$ cat src/hdl/assert_macros.svh
// ----------------------------------------------------------------------------
// assertion macros
// shared concurrent check wrappers, compiled out under synthesis
// ----------------------------------------------------------------------------
`ifndef ASSERT_MACROS_SVH
`define ASSERT_MACROS_SVH
`ifndef SYNTHESIS
// check on every rising edge, off while reset is held
`define SC_ASSERT(lbl, clk, rst_n, prop) \
    lbl: assert property (@(posedge clk) disable iff (!rst_n) prop) \
        else $error("check failed");
// check on every rising edge, reset included
`define SC_ASSERT_ALWAYS(lbl, clk, prop) \
    lbl: assert property (@(posedge clk) prop) else $error("check failed");
`else
`define SC_ASSERT(lbl, clk, rst_n, prop)
`define SC_ASSERT_ALWAYS(lbl, clk, prop)
`endif
`endif

$ cat src/hdl/sc8fp_pkg.sv
// ----------------------------------------------------------------------------
// sc8fp_pkg
// types and constants of the command frame parser
// ----------------------------------------------------------------------------
`default_nettype none

package sc8fp_pkg;

    localparam int STORE_DEPTH = 64;
    localparam int STORE_AW    = 6;

    // length bytes at or above this value drop the frame
    localparam logic [7:0] LENGTH_LIMIT = 8'd50;

    localparam logic [7:0] HDR_FIRST   = 8'hAA;
    localparam logic [7:0] HDR_SECOND  = 8'hAF;
    localparam logic [7:0] FUNC_LIMIT  = 8'hF1;

    localparam logic [7:0] CMD_LOCK    = 8'h01;
    localparam logic [7:0] CMD_ENABLE  = 8'h03;
    localparam logic [7:0] CMD_GAIN_A  = 8'h10;
    localparam logic [7:0] CMD_GAIN_B  = 8'h11;

    // lock commands are 0xa0..0xa3
    localparam logic [7:0] LOCK_CODE_BASE = 8'hA0;

    localparam logic [3:0] ENABLE_LAST = 4'd10;
    localparam logic [3:0] GAIN_A_LAST = 4'd8;
    localparam logic [3:0] GAIN_B_LAST = 4'd2;

    typedef enum logic [2:0] {
        KIND_LOCK_ON   = 3'd0,
        KIND_LOCK_OFF  = 3'd1,
        KIND_SET_UPLD  = 3'd2,
        KIND_GAIN_UPLD = 3'd3,
        KIND_ENABLE    = 3'd4,
        KIND_GAIN_A    = 3'd5,
        KIND_GAIN_B    = 3'd6
    } t_kind;

    typedef enum logic [2:0] {
        PH_HUNT = 3'd0,
        PH_SYNC = 3'd1,
        PH_FUNC = 3'd2,
        PH_LEN  = 3'd3,
        PH_DATA = 3'd4,
        PH_SUM  = 3'd5
    } t_phase;

    typedef enum logic [1:0] {
        E_IDLE = 2'd0,
        E_REQ  = 2'd1,
        E_HI   = 2'd2,
        E_PUT  = 2'd3
    } t_emit_state;

    typedef struct packed {
        logic                we;
        logic [STORE_AW-1:0] addr;
        logic [7:0]          data;
    } t_wr;

    typedef struct packed {
        logic       go;
        logic [7:0] func;
    } t_frame;

endpackage

`default_nettype wire

$ cat src/hdl/sc8fp_ram.sv
// ----------------------------------------------------------------------------
// sc8fp_ram
// generic simple dual port ram, one write port, registered read
// ----------------------------------------------------------------------------
`default_nettype none

module sc8fp_ram #(
    parameter int WIDTH = 8,
    parameter int DEPTH = 64
) (
    input  wire logic                     i_clk,
    input  wire logic                     i_we,
    input  wire logic [$clog2(DEPTH)-1:0] i_waddr,
    input  wire logic [WIDTH-1:0]         i_wdata,
    input  wire logic                     i_re,
    input  wire logic [$clog2(DEPTH)-1:0] i_raddr,
    output logic      [WIDTH-1:0]         o_rdata
);

    logic [WIDTH-1:0] r_mem [DEPTH];
    logic [WIDTH-1:0] r_rdata;

    always_ff @(posedge i_clk) begin
        if (i_we) begin
            r_mem[i_waddr] <= i_wdata;
        end
        if (i_re) begin
            r_rdata <= r_mem[i_raddr];
        end
    end

    assign o_rdata = r_rdata;

endmodule

`default_nettype wire

$ cat src/hdl/sc8fp_store.sv
// ----------------------------------------------------------------------------
// sc8fp_store
// payload store: ram plus per-entry written flags, unwritten entries read zero
// ----------------------------------------------------------------------------
`default_nettype none

module sc8fp_store
    import sc8fp_pkg::*;
(
    input  wire logic                i_clk,
    input  wire logic                i_rst_n,
    input  wire t_wr                 i_wr,
    input  wire logic                i_re,
    input  wire logic [STORE_AW-1:0] i_raddr,
    output logic      [7:0]          o_rdata
);

    logic [STORE_DEPTH-1:0] r_written;
    logic                   r_rd_written;
    logic [7:0]             ram_q;

    always_ff @(posedge i_clk) begin
        if (!i_rst_n) begin
            r_written    <= '0;
            r_rd_written <= 1'b0;
        end else begin
            if (i_wr.we) begin
                r_written[i_wr.addr] <= 1'b1;
            end
            if (i_re) begin
                r_rd_written <= r_written[i_raddr];
            end
        end
    end

    sc8fp_ram #(
        .WIDTH (8),
        .DEPTH (STORE_DEPTH)
    ) u_ram (
        .i_clk   (i_clk),
        .i_we    (i_wr.we),
        .i_waddr (i_wr.addr),
        .i_wdata (i_wr.data),
        .i_re    (i_re),
        .i_raddr (i_raddr),
        .o_rdata (ram_q)
    );

    assign o_rdata = r_rd_written ? ram_q : 8'h00;

endmodule

`default_nettype wire

$ cat src/hdl/sc8fp_parse.sv
// ----------------------------------------------------------------------------
// sc8fp_parse
// byte-level frame parser: header, function, length, payload, sum check
// ----------------------------------------------------------------------------
`default_nettype none

module sc8fp_parse
    import sc8fp_pkg::*;
(
    input  wire logic       i_clk,
    input  wire logic       i_rst_n,
    input  wire logic       i_accept,
    input  wire logic [7:0] i_byte,
    output t_wr             o_wr,
    output t_frame          o_frame
);

    t_phase              r_phase, n_phase;
    logic [7:0]          r_func,  n_func;
    logic [5:0]          r_left,  n_left;
    logic [STORE_AW-1:0] r_count, n_count;
    logic [7:0]          r_sum,   n_sum;

    always_ff @(posedge i_clk) begin
        if (!i_rst_n) begin
            r_phase <= PH_HUNT;
            r_func  <= '0;
            r_left  <= '0;
            r_count <= '0;
            r_sum   <= '0;
        end else begin
            r_phase <= n_phase;
            r_func  <= n_func;
            r_left  <= n_left;
            r_count <= n_count;
            r_sum   <= n_sum;
        end
    end

    always_comb begin
        n_phase      = r_phase;
        n_func       = r_func;
        n_left       = r_left;
        n_count      = r_count;
        n_sum        = r_sum;
        o_wr.we      = 1'b0;
        o_wr.addr    = r_count;
        o_wr.data    = i_byte;
        o_frame.go   = 1'b0;
        o_frame.func = r_func;
        if (i_accept) begin
            unique case (r_phase)
                PH_SYNC: begin
                    if (i_byte == HDR_SECOND) begin
                        n_phase = PH_FUNC;
                        n_sum   = r_sum + i_byte;
                    end else begin
                        n_phase = PH_HUNT;
                    end
                end
                PH_FUNC: begin
                    if (i_byte != 8'h00 && i_byte < FUNC_LIMIT) begin
                        n_phase = PH_LEN;
                        n_func  = i_byte;
                        n_sum   = r_sum + i_byte;
                    end else begin
                        n_phase = PH_HUNT;
                    end
                end
                PH_LEN: begin
                    if (i_byte < LENGTH_LIMIT) begin
                        n_phase = PH_DATA;
                        n_left  = i_byte[5:0];
                        n_count = '0;
                        n_sum   = r_sum + i_byte;
                    end else begin
                        n_phase = PH_HUNT;
                    end
                end
                PH_DATA: begin
                    if (r_left != 6'd0) begin
                        o_wr.we = 1'b1;
                        n_count = r_count + 1'b1;
                        n_left  = r_left - 1'b1;
                        n_sum   = r_sum + i_byte;
                        if (r_left == 6'd1) begin
                            n_phase = PH_SUM;
                        end
                    end else begin
                        n_phase = PH_HUNT;
                    end
                end
                PH_SUM: begin
                    n_phase    = PH_HUNT;
                    o_frame.go = (r_sum == i_byte);
                end
                default: begin
                    if (i_byte == HDR_FIRST) begin
                        n_phase = PH_SYNC;
                        n_sum   = i_byte;
                    end else begin
                        n_phase = PH_HUNT;
                    end
                end
            endcase
        end
    end

endmodule

`default_nettype wire

$ cat src/hdl/sc8fp_emit.sv
// ----------------------------------------------------------------------------
// sc8fp_emit
// frame decoder: walks the payload store and drives the result register
// ----------------------------------------------------------------------------
`default_nettype none

`include "assert_macros.svh"

module sc8fp_emit
    import sc8fp_pkg::*;
(
    input  wire logic                i_clk,
    input  wire logic                i_rst_n,
    input  wire t_frame              i_frame,
    input  wire logic [7:0]          i_rdata,
    output logic                     o_re,
    output logic      [STORE_AW-1:0] o_raddr,
    output logic                     o_busy,
    output logic                     o_out_valid,
    input  wire logic                i_out_stall,
    output logic      [2:0]          o_kind,
    output logic      [3:0]          o_item_index,
    output logic      [15:0]         o_item_value,
    output logic                     o_last
);

    t_emit_state r_state, n_state;
    logic [7:0]  r_func,  n_func;
    logic [3:0]  r_idx,   n_idx;
    logic [7:0]  r_hi,    n_hi;

    logic        r_out_valid;
    t_kind       r_kind;
    logic [3:0]  r_index;
    logic [15:0] r_value;
    logic        r_last;

    logic        is_gain;
    logic [3:0]  final_idx;
    logic        out_free;
    logic        load;
    logic        put_last;
    t_kind       put_kind;
    logic [15:0] put_value;
    logic [7:0]  lock_off;

    assign is_gain  = (r_func == CMD_GAIN_A) || (r_func == CMD_GAIN_B);
    assign out_free = !r_out_valid || !i_out_stall;
    assign put_last = (r_idx == final_idx);
    assign lock_off = i_rdata - LOCK_CODE_BASE;

    always_comb begin
        unique case (r_func)
            CMD_ENABLE: final_idx = ENABLE_LAST;
            CMD_GAIN_A: final_idx = GAIN_A_LAST;
            CMD_GAIN_B: final_idx = GAIN_B_LAST;
            default:    final_idx = 4'd0;
        endcase
    end

    always_ff @(posedge i_clk) begin
        if (!i_rst_n) begin
            r_state     <= E_IDLE;
            r_func      <= '0;
            r_idx       <= '0;
            r_out_valid <= 1'b0;
        end else begin
            r_state <= n_state;
            r_func  <= n_func;
            r_idx   <= n_idx;
            if (load) begin
                r_out_valid <= 1'b1;
            end else if (!i_out_stall) begin
                r_out_valid <= 1'b0;
            end
        end
    end

    always_ff @(posedge i_clk) begin
        r_hi <= n_hi;
        if (load) begin
            r_kind  <= put_kind;
            r_index <= r_idx;
            r_value <= put_value;
            r_last  <= put_last;
        end
    end

    always_comb begin
        n_state   = r_state;
        n_func    = r_func;
        n_idx     = r_idx;
        n_hi      = r_hi;
        o_re      = 1'b0;
        o_raddr   = {2'b00, r_idx};
        load      = 1'b0;
        put_kind  = KIND_ENABLE;
        put_value = {8'h00, i_rdata};
        unique case (r_state)
            E_IDLE: begin
                if (i_frame.go) begin
                    n_func = i_frame.func;
                    n_idx  = '0;
                    if (i_frame.func == CMD_LOCK || i_frame.func == CMD_ENABLE ||
                        i_frame.func == CMD_GAIN_A || i_frame.func == CMD_GAIN_B) begin
                        n_state = E_REQ;
                    end
                end
            end
            E_REQ: begin
                o_re = 1'b1;
                if (is_gain) begin
                    o_raddr = {1'b0, r_idx, 1'b0};
                    n_state = E_HI;
                end else begin
                    n_state = E_PUT;
                end
            end
            E_HI: begin
                // high byte present, fetch the low byte
                n_hi    = i_rdata;
                o_re    = 1'b1;
                o_raddr = {1'b0, r_idx, 1'b1};
                n_state = E_PUT;
            end
            E_PUT: begin
                if (r_func == CMD_LOCK) begin
                    put_kind  = t_kind'(lock_off[2:0]);
                    put_value = '0;
                end else if (r_func == CMD_GAIN_A) begin
                    put_kind  = KIND_GAIN_A;
                    put_value = {r_hi, i_rdata};
                end else if (r_func == CMD_GAIN_B) begin
                    put_kind  = KIND_GAIN_B;
                    put_value = {r_hi, i_rdata};
                end
                if (r_func == CMD_LOCK && i_rdata[7:2] != LOCK_CODE_BASE[7:2]) begin
                    // unknown lock code, frame gives nothing
                    n_state = E_IDLE;
                end else if (out_free) begin
                    load = 1'b1;
                    if (put_last) begin
                        n_state = E_IDLE;
                    end else begin
                        n_idx   = r_idx + 1'b1;
                        n_state = E_REQ;
                    end
                end
            end
            default: n_state = E_IDLE;
        endcase
    end

    assign o_busy       = (r_state != E_IDLE);
    assign o_out_valid  = r_out_valid;
    assign o_kind       = r_kind;
    assign o_item_index = r_index;
    assign o_item_value = r_value;
    assign o_last       = r_last;

    `SC_ASSERT(a_go_only_idle, i_clk, i_rst_n, i_frame.go |-> (r_state == E_IDLE))
    `SC_ASSERT(a_no_read_idle, i_clk, i_rst_n, (r_state == E_IDLE) |-> !o_re)
    `SC_ASSERT(a_last_ends, i_clk, i_rst_n, (load && put_last) |=> (r_state == E_IDLE))

endmodule

`default_nettype wire

$ cat src/hdl/sum8_command_frame_parser_top.sv
// ----------------------------------------------------------------------------
// sum8_command_frame_parser_top
// header/length/sum8 command frame parser with decoded result stream
// ----------------------------------------------------------------------------
//
//  channel  direction  handshake                 payload
//  -------  ---------  ------------------------  ---------------------------------
//  in       sink       i_in_valid / o_in_stall    i_rx_byte
//  out      source     o_out_valid / i_out_stall  o_kind o_item_index
//                                                 o_item_value o_last
//
//  a header, length or payload byte is one cycle per transfer
//  after the closing sum byte of a good lock, enable or gain frame the input is
//  stalled for the decode walk, which reads the single store read port once
//  per enable or lock result, twice per gain result, and waits on output stall
//  the last result sits in the output register while the next bytes flow in
//  reset is synchronous, active low; no clearing pass, the store reads zero
//  for entries never written thanks to per-entry written flags
// ----------------------------------------------------------------------------
`default_nettype none

module sum8_command_frame_parser_top
    import sc8fp_pkg::*;
(
    input  wire logic               i_clk,
    input  wire logic               i_rst_n,
    // byte input
    input  wire logic               i_in_valid,
    output logic                    o_in_stall,
    input  wire logic        [7:0]  i_rx_byte,
    // result output
    output logic                    o_out_valid,
    input  wire logic               i_out_stall,
    output logic             [2:0]  o_kind,
    output logic             [3:0]  o_item_index,
    output logic signed      [15:0] o_item_value,
    output logic                    o_last
);

    logic                in_accept;
    logic                busy;
    t_wr                 wr;
    t_frame              frame;
    logic                rd_en;
    logic [STORE_AW-1:0] rd_addr;
    logic [7:0]          rd_data;
    logic [15:0]         value;

    // input is held off while the decoder walks the store
    assign o_in_stall = busy;
    assign in_accept  = i_in_valid && !o_in_stall;

    // parser: phase, function, counters and running sum; writes payload bytes
    sc8fp_parse u_parse (
        .i_clk    (i_clk),
        .i_rst_n  (i_rst_n),
        .i_accept (in_accept),
        .i_byte   (i_rx_byte),
        .o_wr     (wr),
        .o_frame  (frame)
    );

    // payload store, one write port from the parser, one read port to the decoder
    sc8fp_store u_store (
        .i_clk   (i_clk),
        .i_rst_n (i_rst_n),
        .i_wr    (wr),
        .i_re    (rd_en),
        .i_raddr (rd_addr),
        .o_rdata (rd_data)
    );

    // decoder: starts on a good sum byte of a lock, enable or gain frame, emits each result transfer
    sc8fp_emit u_emit (
        .i_clk        (i_clk),
        .i_rst_n      (i_rst_n),
        .i_frame      (frame),
        .i_rdata      (rd_data),
        .o_re         (rd_en),
        .o_raddr      (rd_addr),
        .o_busy       (busy),
        .o_out_valid  (o_out_valid),
        .i_out_stall  (i_out_stall),
        .o_kind       (o_kind),
        .o_item_index (o_item_index),
        .o_item_value (value),
        .o_last       (o_last)
    );

    assign o_item_value = $signed(value);

endmodule

`default_nettype wire

$ cat config.mk
export PLATFORM = sky130hd
export DESIGN_NAME = sum8_command_frame_parser_top
export DESIGN_NICKNAME = d
export VERILOG_FILES = /design/src/hdl/sc8fp_pkg.sv /design/src/hdl/sc8fp_ram.sv /design/src/hdl/sc8fp_store.sv /design/src/hdl/sc8fp_parse.sv /design/src/hdl/sc8fp_emit.sv /design/src/hdl/sum8_command_frame_parser_top.sv
export VERILOG_INCLUDE_DIRS = /design/src /design/src/hdl
export SDC_FILE = /design/constraint.sdc
export NUM_CORES = 1
export LEC_CHECK = 0
export BUFFER_PORTS_ARGS = -buffer_cell sky130_fd_sc_hd__buf_2
export CAP_MARGIN = 20
export CORE_AREA = 2 2 164 166
export CTS_CLUSTER_SIZE = 40
export DETAILED_ROUTE_END_ITERATION = 16
export DIE_AREA = 0 0 166 168
export PLACE_DENSITY_LB_ADDON = 0.15
export SLEW_MARGIN = 20
export SYNTH_ARGS = -nofsm -noshare
export SYNTH_HDL_FRONTEND = slang
export SYNTH_SLANG_ARGS = --single-unit
$ cat constraint.sdc
create_clock -name i_clk -period 4.25 [get_ports i_clk]
set_input_delay 0.2125 -clock i_clk [delete_from_list [all_inputs] [get_ports i_clk]]
set_output_delay 0.2125 -clock i_clk [all_outputs]
set_load 0.02 [all_outputs]
==> results of run 1 <==
cell type report:
cell class,count,area share
clock buffer,49,0.05998
clock inverter,22,0.01695
inverter,19,0.003975
multi-input combinational,877,0.2812
sequential,375,0.5836
tap,341,0.02378
timing repair buffer,80,0.03055
cell usage after synthesis, types with 9 or more instances:
| cell type | instances | area [µm²] |
|---|---|---|
| clkbuf_1 | 45 | 168.9 |
| a31oi_1 | 19 | 118.9 |
| inv_1 | 18 | 67.56 |
| nor3_1 | 10 | 50.05 |
| mux2i_1 | 89 | 890.9 |
| and2_1 | 12 | 75.07 |
| xnor2_1 | 9 | 78.83 |
| a311oi_1 | 20 | 175.2 |
| a221oi_1 | 10 | 87.58 |
| dfxtp_1 | 79 | 1582 |
| edfxtp_1 | 296 | 8889 |
| a211oi_1 | 11 | 82.58 |
| nand2_1 | 240 | 900.9 |
| and3_1 | 33 | 206.5 |
| ha_1 | 16 | 200.2 |
| a21oi_1 | 31 | 155.2 |
| nor2_1 | 165 | 619.3 |
| buf_6 | 12 | 135.1 |
| nand3_1 | 100 | 500.5 |
| buf_2 | 12 | 60.06 |
| o21ai_0 | 13 | 65.06 |
state kept, by name, summed over array words and instances (netlist names), 6 cells and up:
register	cells
u_store.r_written	32
u_emit.r_func	8
u_store.u_ram.r_mem	256
u_parse.r_count	6
u_parse.r_sum	8
u_emit.r_hi	8
u_store.u_ram.o_rdata	8
u_parse.r_func	8
u_parse.r_left	6
u_emit.o_item_value	16
placed cells by master, fill, tap and decap left out, drive strengths merged, types with 3 or more instances in the layout:
cell and instances:
a211oi 11, a21o 6, a21oi 31, a221oi 10, a311oi 20, a31oi 19
a32o 8, and2 12, and3 33, buf 79, bufinv 8, clkbuf 49
clkinv 13, dfxtp 79, edfxtp 296, ha 16, inv 19, mux2i 89
nand2 241, nand2b 5, nand3 100, nand3b 5, nand4 5, nor2 166
nor2b 6, nor3 11, nor3b 3, nor4 7, o211ai 3, o21a 5
o21ai 18, or3b 3, xnor2 9, xor2 3
critical path, delay by kind of cell (launching register included):
family | cells | cell delay [ns]
buffers and inverters | 1 | 0.10
muxes | 2 | 0.57
and+or+nand+nor | 2 | 0.79
adders and majority gates | 1 | 0.44
DFF | 1 | 0.36
AOI/OAI and AO/OA | 3 | 1.01
repair_timing:
| item | in CTS | in global routing |
|---|---|---|
| hold endpoints to repair | 1 | 0 |
| setup buffers | 0 | 0 |
| endpoints found under the setup margin | 0 | 0 |
| resized for setup | 0 | 0 |
| hold buffers | 1 | 0 |
metal layers:
layer	part of all wire	track usage	vias up	wire length (µm)
li1	-	-	4996	-
met1	0.42	0.3777	5325	15770
met2	0.49	0.4517	441	18430
met3	0.072	0.03973	76	2741
met4	0.026	0.08280	0	999
met5	0	0	-	0
stage by stage:
step	util	power (mW)	area [µm²]	setup WS, ns
5_1_grt	0.6809	8.158	17940	0.4976
3_3_place_gp	0.6278	4.362	16540	0.9055
3_5_place_dp	0.6278	4.369	16540	0.8261
6_report	0.6809	7.948	17940	0.7305
4_1_cts	0.6806	7.992	17930	0.7129
2_1_floorplan	-	4.234	15970	0.7728
where the power goes:
part	switching, mW	internal, mW	total (mW)
Sequential	0.0276	3.99	4.02
Combinational	0.205	0.0757	0.281
Clock	1.38	2.28	3.65
worst paths after layout:
path	slack (ns)	start	end	cells past startpoint
worst min register to register	0.47	u_store.r_written[10]	u_store.r_written[10]	2
worst max register to register	0.73	u_emit.r_state[0]	u_store.u_ram.o_rdata[5]	9
worst min-delay path	0.05	i_rst_n	u_emit.r_idx[3]	2
worst max-delay path	0.73	u_emit.r_state[0]	u_store.u_ram.o_rdata[5]	9
cell families (layout without fill, tap and decap cells):
family | after synthesis | count (layout) | share of synthesized area
muxes | 90 | 90 | 0.05650
and+or+nand+nor | 606 | 606 | 0.1685
xor gates and xnor gates | 12 | 12 | 0.006583
adders and majority gates | 17 | 17 | 0.01379
DFF | 375 | 375 | 0.6557
AOI/OAI and AO/OA | 152 | 152 | 0.06747
buffers and inverters | 98 | 170 | 0.03150
==> results.cfg, run 1 <==
[floorplan]
die_w_um = 166
num_io_pins = 38
die_area_um2 = 27890
initial_core_util = 0.6060
core_area_um2 = 26350
rows = 60
dieHeight_um = 168

[cells_and_area]
fillCellCount = 1925
layout-drive-gt1-share = 0.1097
syn_to_final_growth_pct = 12.36
multi_input_area_um2 = 5045
fin_nets = 1421
seqCellArea_um2 = 10470
final-instance-count-excl-fill = 1763
antenna_cells = 0

[power]
powerDensity_nw_per_um2 = 443.0
ir_drop_v = 0.0003882
p_leak_nw = 6.774

[timing]
tightestPinTransition_ns = 0.9913
post-route-period-util = 0.8281
hold_ws_ns = 0.05315
final-hold-violation-count = 0
period_needed_ns = 3.520
setup_tns_ns = 0
skew_ns = 0.009631
setup_viol_count_final = 0
clock.fmax_mhz = 284.1
rsz0062_at_grt = no
slew_viol_final = 0
slew_headroom = 0.3355

[global_routing]
grt.total_usage = 0.2722
grt_pass1_vias = 10310
grt_overflow_total = 0
grt_max_degree = 88
antenna_found_initial = 0
grt_pass1_wl_um = 58790

[detailed_routing]
firstDrtPassIters = 5
postRouteAntennaNets = 0
wire_per_inst_um = 21.52
wirelength_um = 37940
drt_iter0_markers = 1207
drc = 0
vias = 10840
via_per_inst = 6.147

[cts]
cts_tree = done
clock_sinks = 375
clock-root-buffer = clkbuf_16
clk_pin_slew_ns = 0.06
cts_made_buffers = 39
h-tree-depth = 2
clockBufferDepth = 3
clock_latency_ns = 0.53

[placed_design]
gp_congestion = 0.8761
dp_hpwl_um = 23410
io_buffers = 37
placed_cells = 1691

[synthesis]
synth-edff-count = 296
ys_seq_area_frac = 0.6557
synthArstFlopShare = 0
synth_fp_nets = 1379
syn_inst = 1350
synth_seq_cells = 375
ys_types = 70
syn_area_um2 = 15970
synth_warnings = 0
synthFlopType = edfxtp_1
syn_area_per_cell_um2 = 11.83

[critical_path]
slowest_stage = and2_4
cpPeakStageDelay_ns = 0.66
critPathMaxFanout = 49
path_cells = inv_1 -> ha_1 -> a31o_2 -> nand3_1 -> and2_4 -> mux2i_1 -> mux2i_1 -> a32o_1 -> a221oi_1
crit_arrival_ns = 3.82
end_kind = flip-flop
cp_data_required_time_ns = 4.55
critPathKind = reg -> reg
start_kind = flip-flop
worst_path_most_repeated_cell = mux2i_1

[run_status]
status = completed

[min_path]
holdCritPathClass = in -> reg

[flow_run]
cap_violations = 0
No activity file was read; power rests on OpenSTA's default activity.
==> run 2: changes to the inputs <==
CORE_AREA = 2 2 172 174   (was 2 2 164 166)
DIE_AREA = 0 0 174 176   (was 0 0 166 168)
clock period = 2.9 ns   (was 4.25 ns; I/O delays follow)
==> run 2 against run 1 <==
Against the previous run: cell count increased by 6.7%; via count increased by 1.6%; register-to-register slack got worse by 0.65 ns; routed wire length increased by 6.1%; clock skew increased by 0.0011 ns; critical endpoint is now u_store.u_ram.o_rdata[7]; largest cell class unchanged.
==> results.cfg, run 2 (synthesized netlist as in run 1, its figures left out) <==
[run_status]
status = completed

[cells_and_area]
syn_to_final_growth_pct = 17.11
layout-drive-gt1-share = 0.1643
final_common_cell = edfxtp_1
seqCellArea_um2 = 10470
mostFrequentLayoutCells = edfxtp_1, nand2_1, nor2_1
regMostFlops = u_store.u_ram.r_mem
largest_reg_flops = 256
multi_input_area_um2 = 5129
fin_nets = 1496
antenna_cells = 0
fillCellCount = 2195

[floorplan]
core_area_um2 = 28550
dieHeight_um = 176
die_w_um = 174
die_area_um2 = 30620
initial_core_util = 0.5593
rows = 62
num_io_pins = 38

[cts]
clockBufferDepth = 3
clock_sinks = 375
clock-root-buffer = clkbuf_16
cts_made_buffers = 39
clock_latency_ns = 0.53
cts_tree = done
clk_pin_slew_ns = 0.06
h-tree-depth = 2

[critical_path]
worstReg2RegStart = u_emit.r_func[7]
timing.rr.end = u_store.u_ram.o_rdata[7]
r2r_slack_ns = 0.08
start_kind = flip-flop
critPathMaxFanout = 11
cp_data_required_time_ns = 3.24
critPathKind = reg -> reg
reg2regPathDepth = 10
crit_arrival_ns = 3.17
end_kind = flip-flop

[global_routing]
grt_pass1_vias = 10500
grt.total_usage = 0.2623
antenna_found_initial = 0
grt_pass1_wl_um = 61470
grt_overflow_total = 0
grt_max_degree = 37

[power]
p_clk_frac = 0.434
switchingPower_mw = 2.376
powerDensity_nw_per_um2 = 601.5
power_frac_seq = 0.524
ir_drop_v = 0.0004939
p_sw_frac = 0.2112
p_leak_nw = 7.185
internal_power_mw = 8.873
combPwrFrac = 0.042

[timing]
setup_viol_count_final = 0
slew_headroom = 0.5373
period_needed_ns = 2.824
hold_ws_ns = 0.02097
tightestPinTransition_ns = 0.6906
post-route-period-util = 0.9739
setup_slack_ns = 0.07578
slew_viol_final = 0
clock.fmax_mhz = 354.1
final-hold-violation-count = 0
skew_ns = 0.01069
setup_tns_ns = 0

[placed_design]
dp_hpwl_um = 25800
io_buffers = 37
gp_congestion = 0.8619
place_ws_ns = -0.04745

[min_path]
hold_start = i_rx_byte[5]
holdPathEnd = u_store.u_ram.r_mem[23][5]
holdCritPathClass = in -> reg
worstHoldPathCells = 1

[detailed_routing]
drt_iter0_markers = 1147
firstDrtPassIters = 5
wirelength_um = 40270
drc = 0
via_per_inst = 5.856
vias = 11020
postRouteAntennaNets = 0
wire_per_inst_um = 21.41

[flow_run]
cap_violations = 0
run 2: cell types whose count changed in the layout (fill, tap and decap cells not counted), sizes merged, moves of 2 or more:
cell / change
buf: +69
clkbuf: +11
bufinv: -7
dlygate4sd3: +2
run 2: per-layer routing:
metal  share of wire  up-vias  GRT usage
met5               0        -          0
met4           0.029        0    0.08754
met3           0.080       73    0.03854
met2            0.45      452     0.4100
met1            0.44     5345     0.3812
li1                -     5145          -
run 2: power by group through the flow:
stage | Clock, mW | Sequential, mW | Combinational, mW
final | 4.89 | 5.89 | 0.470
after global routing | 5.14 | 5.89 | 0.509
after CTS | 4.92 | 5.89 | 0.440
after detailed placement | 0 | 6.01 | 0.433
after global placement | 0 | 6.01 | 0.423
after floorplan | 0 | 5.98 | 0.229
run 2: how the worst max path moves through the flow:
stage                                     endpoint  depth (start not counted)                     start  slack (ns)
after floorplan                    u_emit.r_idx[3]                          8  u_store.u_ram.o_rdata[4]        0.07
after global placement    u_store.u_ram.o_rdata[6]                         10         u_emit.r_state[1]        0.12
after detailed placement  u_store.u_ram.o_rdata[0]                         11         u_emit.r_state[0]       -0.05
after CTS                 u_store.u_ram.o_rdata[6]                         10         u_emit.r_state[0]       0.009
after global routing      u_store.u_ram.o_rdata[7]                         10         u_emit.r_state[0]      -0.006
final                     u_store.u_ram.o_rdata[7]                         10          u_emit.r_func[7]        0.08
run 2: timing repair:
action / CTS / global route
hold endpoints to repair: 5 / 0
gates cloned: 1 / 3
pin swaps: 0 / 2
gates resized for setup: 2 / 18
hold buffers: 3 / 0
buffers inserted: 0 / 5
setup endpoints to repair: 2 / 10
run 2: worst max-delay path, cell delays in order, from the launching register on:
cell and delay (ns):
dfxtp_1 0.33, or4_4 0.57, nor2_2 0.18, o21a_4 0.25, buf_4 0.15, clkbuf_16 0.17
mux2i_1 0.08, mux2i_1 0.23, mux2i_1 0.20, a32o_1 0.25, a221oi_1 0.24
run 2: final cells by class:
class	count	share of cell area
Clock buffer	58	0.06263
Clock inverter	13	0.004617
Inverter	19	0.003814
Multi-Input combinational cell	878	0.2743
Sequential cell	375	0.5600
Tap cell	384	0.02569
Timing Repair Buffer	154	0.06905
run 2: stage by stage:
step | cells | total power [mW] | util | instance area, µm²
2_1_floorplan | 1350 | 6.205 | - | 15970
3_3_place_gp | 1798 | 6.430 | 0.6017 | 17180
3_5_place_dp | 1798 | 6.439 | 0.6017 | 17180
4_1_cts | 1873 | 11.25 | 0.6484 | 18510
5_1_grt | 1881 | 11.54 | 0.6551 | 18700
6_report | 1881 | 11.25 | 0.6551 | 18700
==> run 3: changes to the inputs <==
REMOVE_ABC_BUFFERS = 1   (was unset)
SETUP_SLACK_MARGIN = 0.02   (was unset)
==> run 3 against run 2 <==
Against the previous run: design area fell by 0.19%; clock power barely moved; fmax rose by 1.0%; global-route usage fell by 0.66 points; non-clock buffer count fell by 13; largest power group unchanged.
==> results.cfg, run 3 (synthesized netlist as in run 1, its figures left out) <==
[critical_path]
r2r_slack_ns = 0.10
end_kind = flip-flop
slowest_stage = or4_4
path_cells = or4_4 -> nor2_2 -> buf_4 -> o21ai_4 -> buf_12 -> nand2_1 -> and3_1 -> a311oi_2 -> a31oi_1 -> a221oi_1
worstReg2RegStart = u_emit.r_func[7]
cpPeakStageDelay_ns = 0.60
start_kind = flip-flop
cp_data_required_time_ns = 3.14
critPathKind = reg -> reg
crit_arrival_ns = 3.04
crit_family = simple AND/OR/NAND/NOR gates
timing.rr.end = u_store.u_ram.o_rdata[2]
reg2regPathDepth = 10
crit_buf_inv = 2
critPathMaxFanout = 17

[floorplan]
rows = 62
dieHeight_um = 176
initial_core_util = 0.5593
die_w_um = 174
core_area_um2 = 28550
die_area_um2 = 30620
num_io_pins = 38

[cells_and_area]
mostFrequentLayoutCells = edfxtp_1, nand2_1, nor2_1
fillCellCount = 2186
fin_nets = 1483
antenna_cells = 0
final_core_util = 0.6538
layout-drive-gt1-share = 0.1562
final_common_cell = edfxtp_1
regMostFlops = u_store.u_ram.r_mem
largest_reg_flops = 256
syn_to_final_growth_pct = 16.89
multi_input_area_um2 = 5147
seqCellArea_um2 = 10470

[placed_design]
io_buffers = 37
gp_congestion = 0.8863
dp_hpwl_um = 24620

[detailed_routing]
firstDrtPassIters = 5
wire_per_inst_um = 21.16
postRouteAntennaNets = 0
wirelength_um = 39550
drt_iter0_markers = 1224
vias = 10970
via_per_inst = 5.868
drc = 0

[timing]
final-hold-violation-count = 0
setup_viol_count_final = 0
clock.fmax_mhz = 357.7
period_needed_ns = 2.796
tightestPinTransition_ns = 0.9445
rsz0062_at_grt = yes
skew_ns = 0.01745
slew_headroom = 0.3661
slew_viol_final = 0
post-route-period-util = 0.9640

[min_path]
holdPathEnd = u_store.u_ram.r_mem[22][7]
holdCritPathClass = in -> reg
hold_start = i_rx_byte[7]
worstHoldPathCells = 1

[power]
finalPower_mw = 11.19
ir_drop_v = 0.0003480
p_leak_nw = 7.131
powerDensity_nw_per_um2 = 599.8

[global_routing]
grt_overflow_total = 0
grt_max_degree = 45
grt_pass1_vias = 10490
antenna_found_initial = 0
grt_pass1_wl_um = 59910
grt.total_usage = 0.2558

[cts]
cts_tree = done
clock-root-buffer = clkbuf_16
clockBufferDepth = 3
clock_sinks = 375
clk_pin_slew_ns = 0.06
clock_latency_ns = 0.53
h-tree-depth = 2
cts_made_buffers = 40

[flow_run]
cap_violations = 0

[run_status]
status = completed
## run 3: repair_timing
action / 4_1_cts / 5_1_grt
gates cloned: 2 / 3
buffers inserted: 0 / 6
hold endpoints to repair: 2 / 0
gates resized for setup: 2 / 21
hold buffers: 2 / 0
pin swaps: 0 / 3
setup endpoints to repair: 5 / 18
## run 3: how the worst max path moves through the flow
stage | start | to | slack [ns] | depth (start not counted)
2_1_floorplan | u_emit.r_state[1] | u_store.u_ram.o_rdata[0] | -2.18 | 9
3_3_place_gp | u_emit.r_func[7] | u_store.u_ram.o_rdata[6] | -0.02 | 9
3_5_place_dp | u_emit.r_func[7] | u_store.u_ram.o_rdata[2] | -0.04 | 9
4_1_cts | u_emit.r_func[7] | u_store.u_ram.o_rdata[4] | 0.05 | 9
5_1_grt | u_emit.r_func[7] | u_store.u_ram.o_rdata[4] | -0.02 | 9
6_report | u_emit.r_func[7] | u_store.u_ram.o_rdata[2] | 0.10 | 10
## run 3: layout make-up
cell class	instances	share of cell area
Timing Repair Buffer	141	0.06677
Tap cell	384	0.02574
Multi-Input combinational cell	877	0.2758
Inverter	19	0.003821
Clock inverter	17	0.006235
Sequential cell	375	0.5610
Clock buffer	56	0.06067
## run 3: power breakdown
group          internal, mW  switching [mW]
Sequential             5.84          0.0434
Clock                  2.82            2.05
Combinational         0.140           0.302
## run 3: routing by layer
metal  track usage  vias up  part of all wire
met5             0        -                 0
met2        0.4105      419              0.47
met1        0.3533     5339              0.43
met3       0.05125       87             0.073
li1              -     5123                 -
met4       0.08473        0             0.028
## run 3: stage by stage
step	hold WS, ns	cell area (µm²)	setup WS, ns	std cells	setup TNS (ns)
floorplan	0.2439	15540	-2.180	1271	-21.98
global placement	0.4474	17080	-0.02336	1783	-0.03390
detailed placement	0.4521	17080	-0.04027	1783	-0.07162
CTS	0.04514	18430	0.04817	1860	0
global route	0.04290	18660	-0.01659	1869	-0.01659
finish	0.06134	18660	0.1043	1869	0
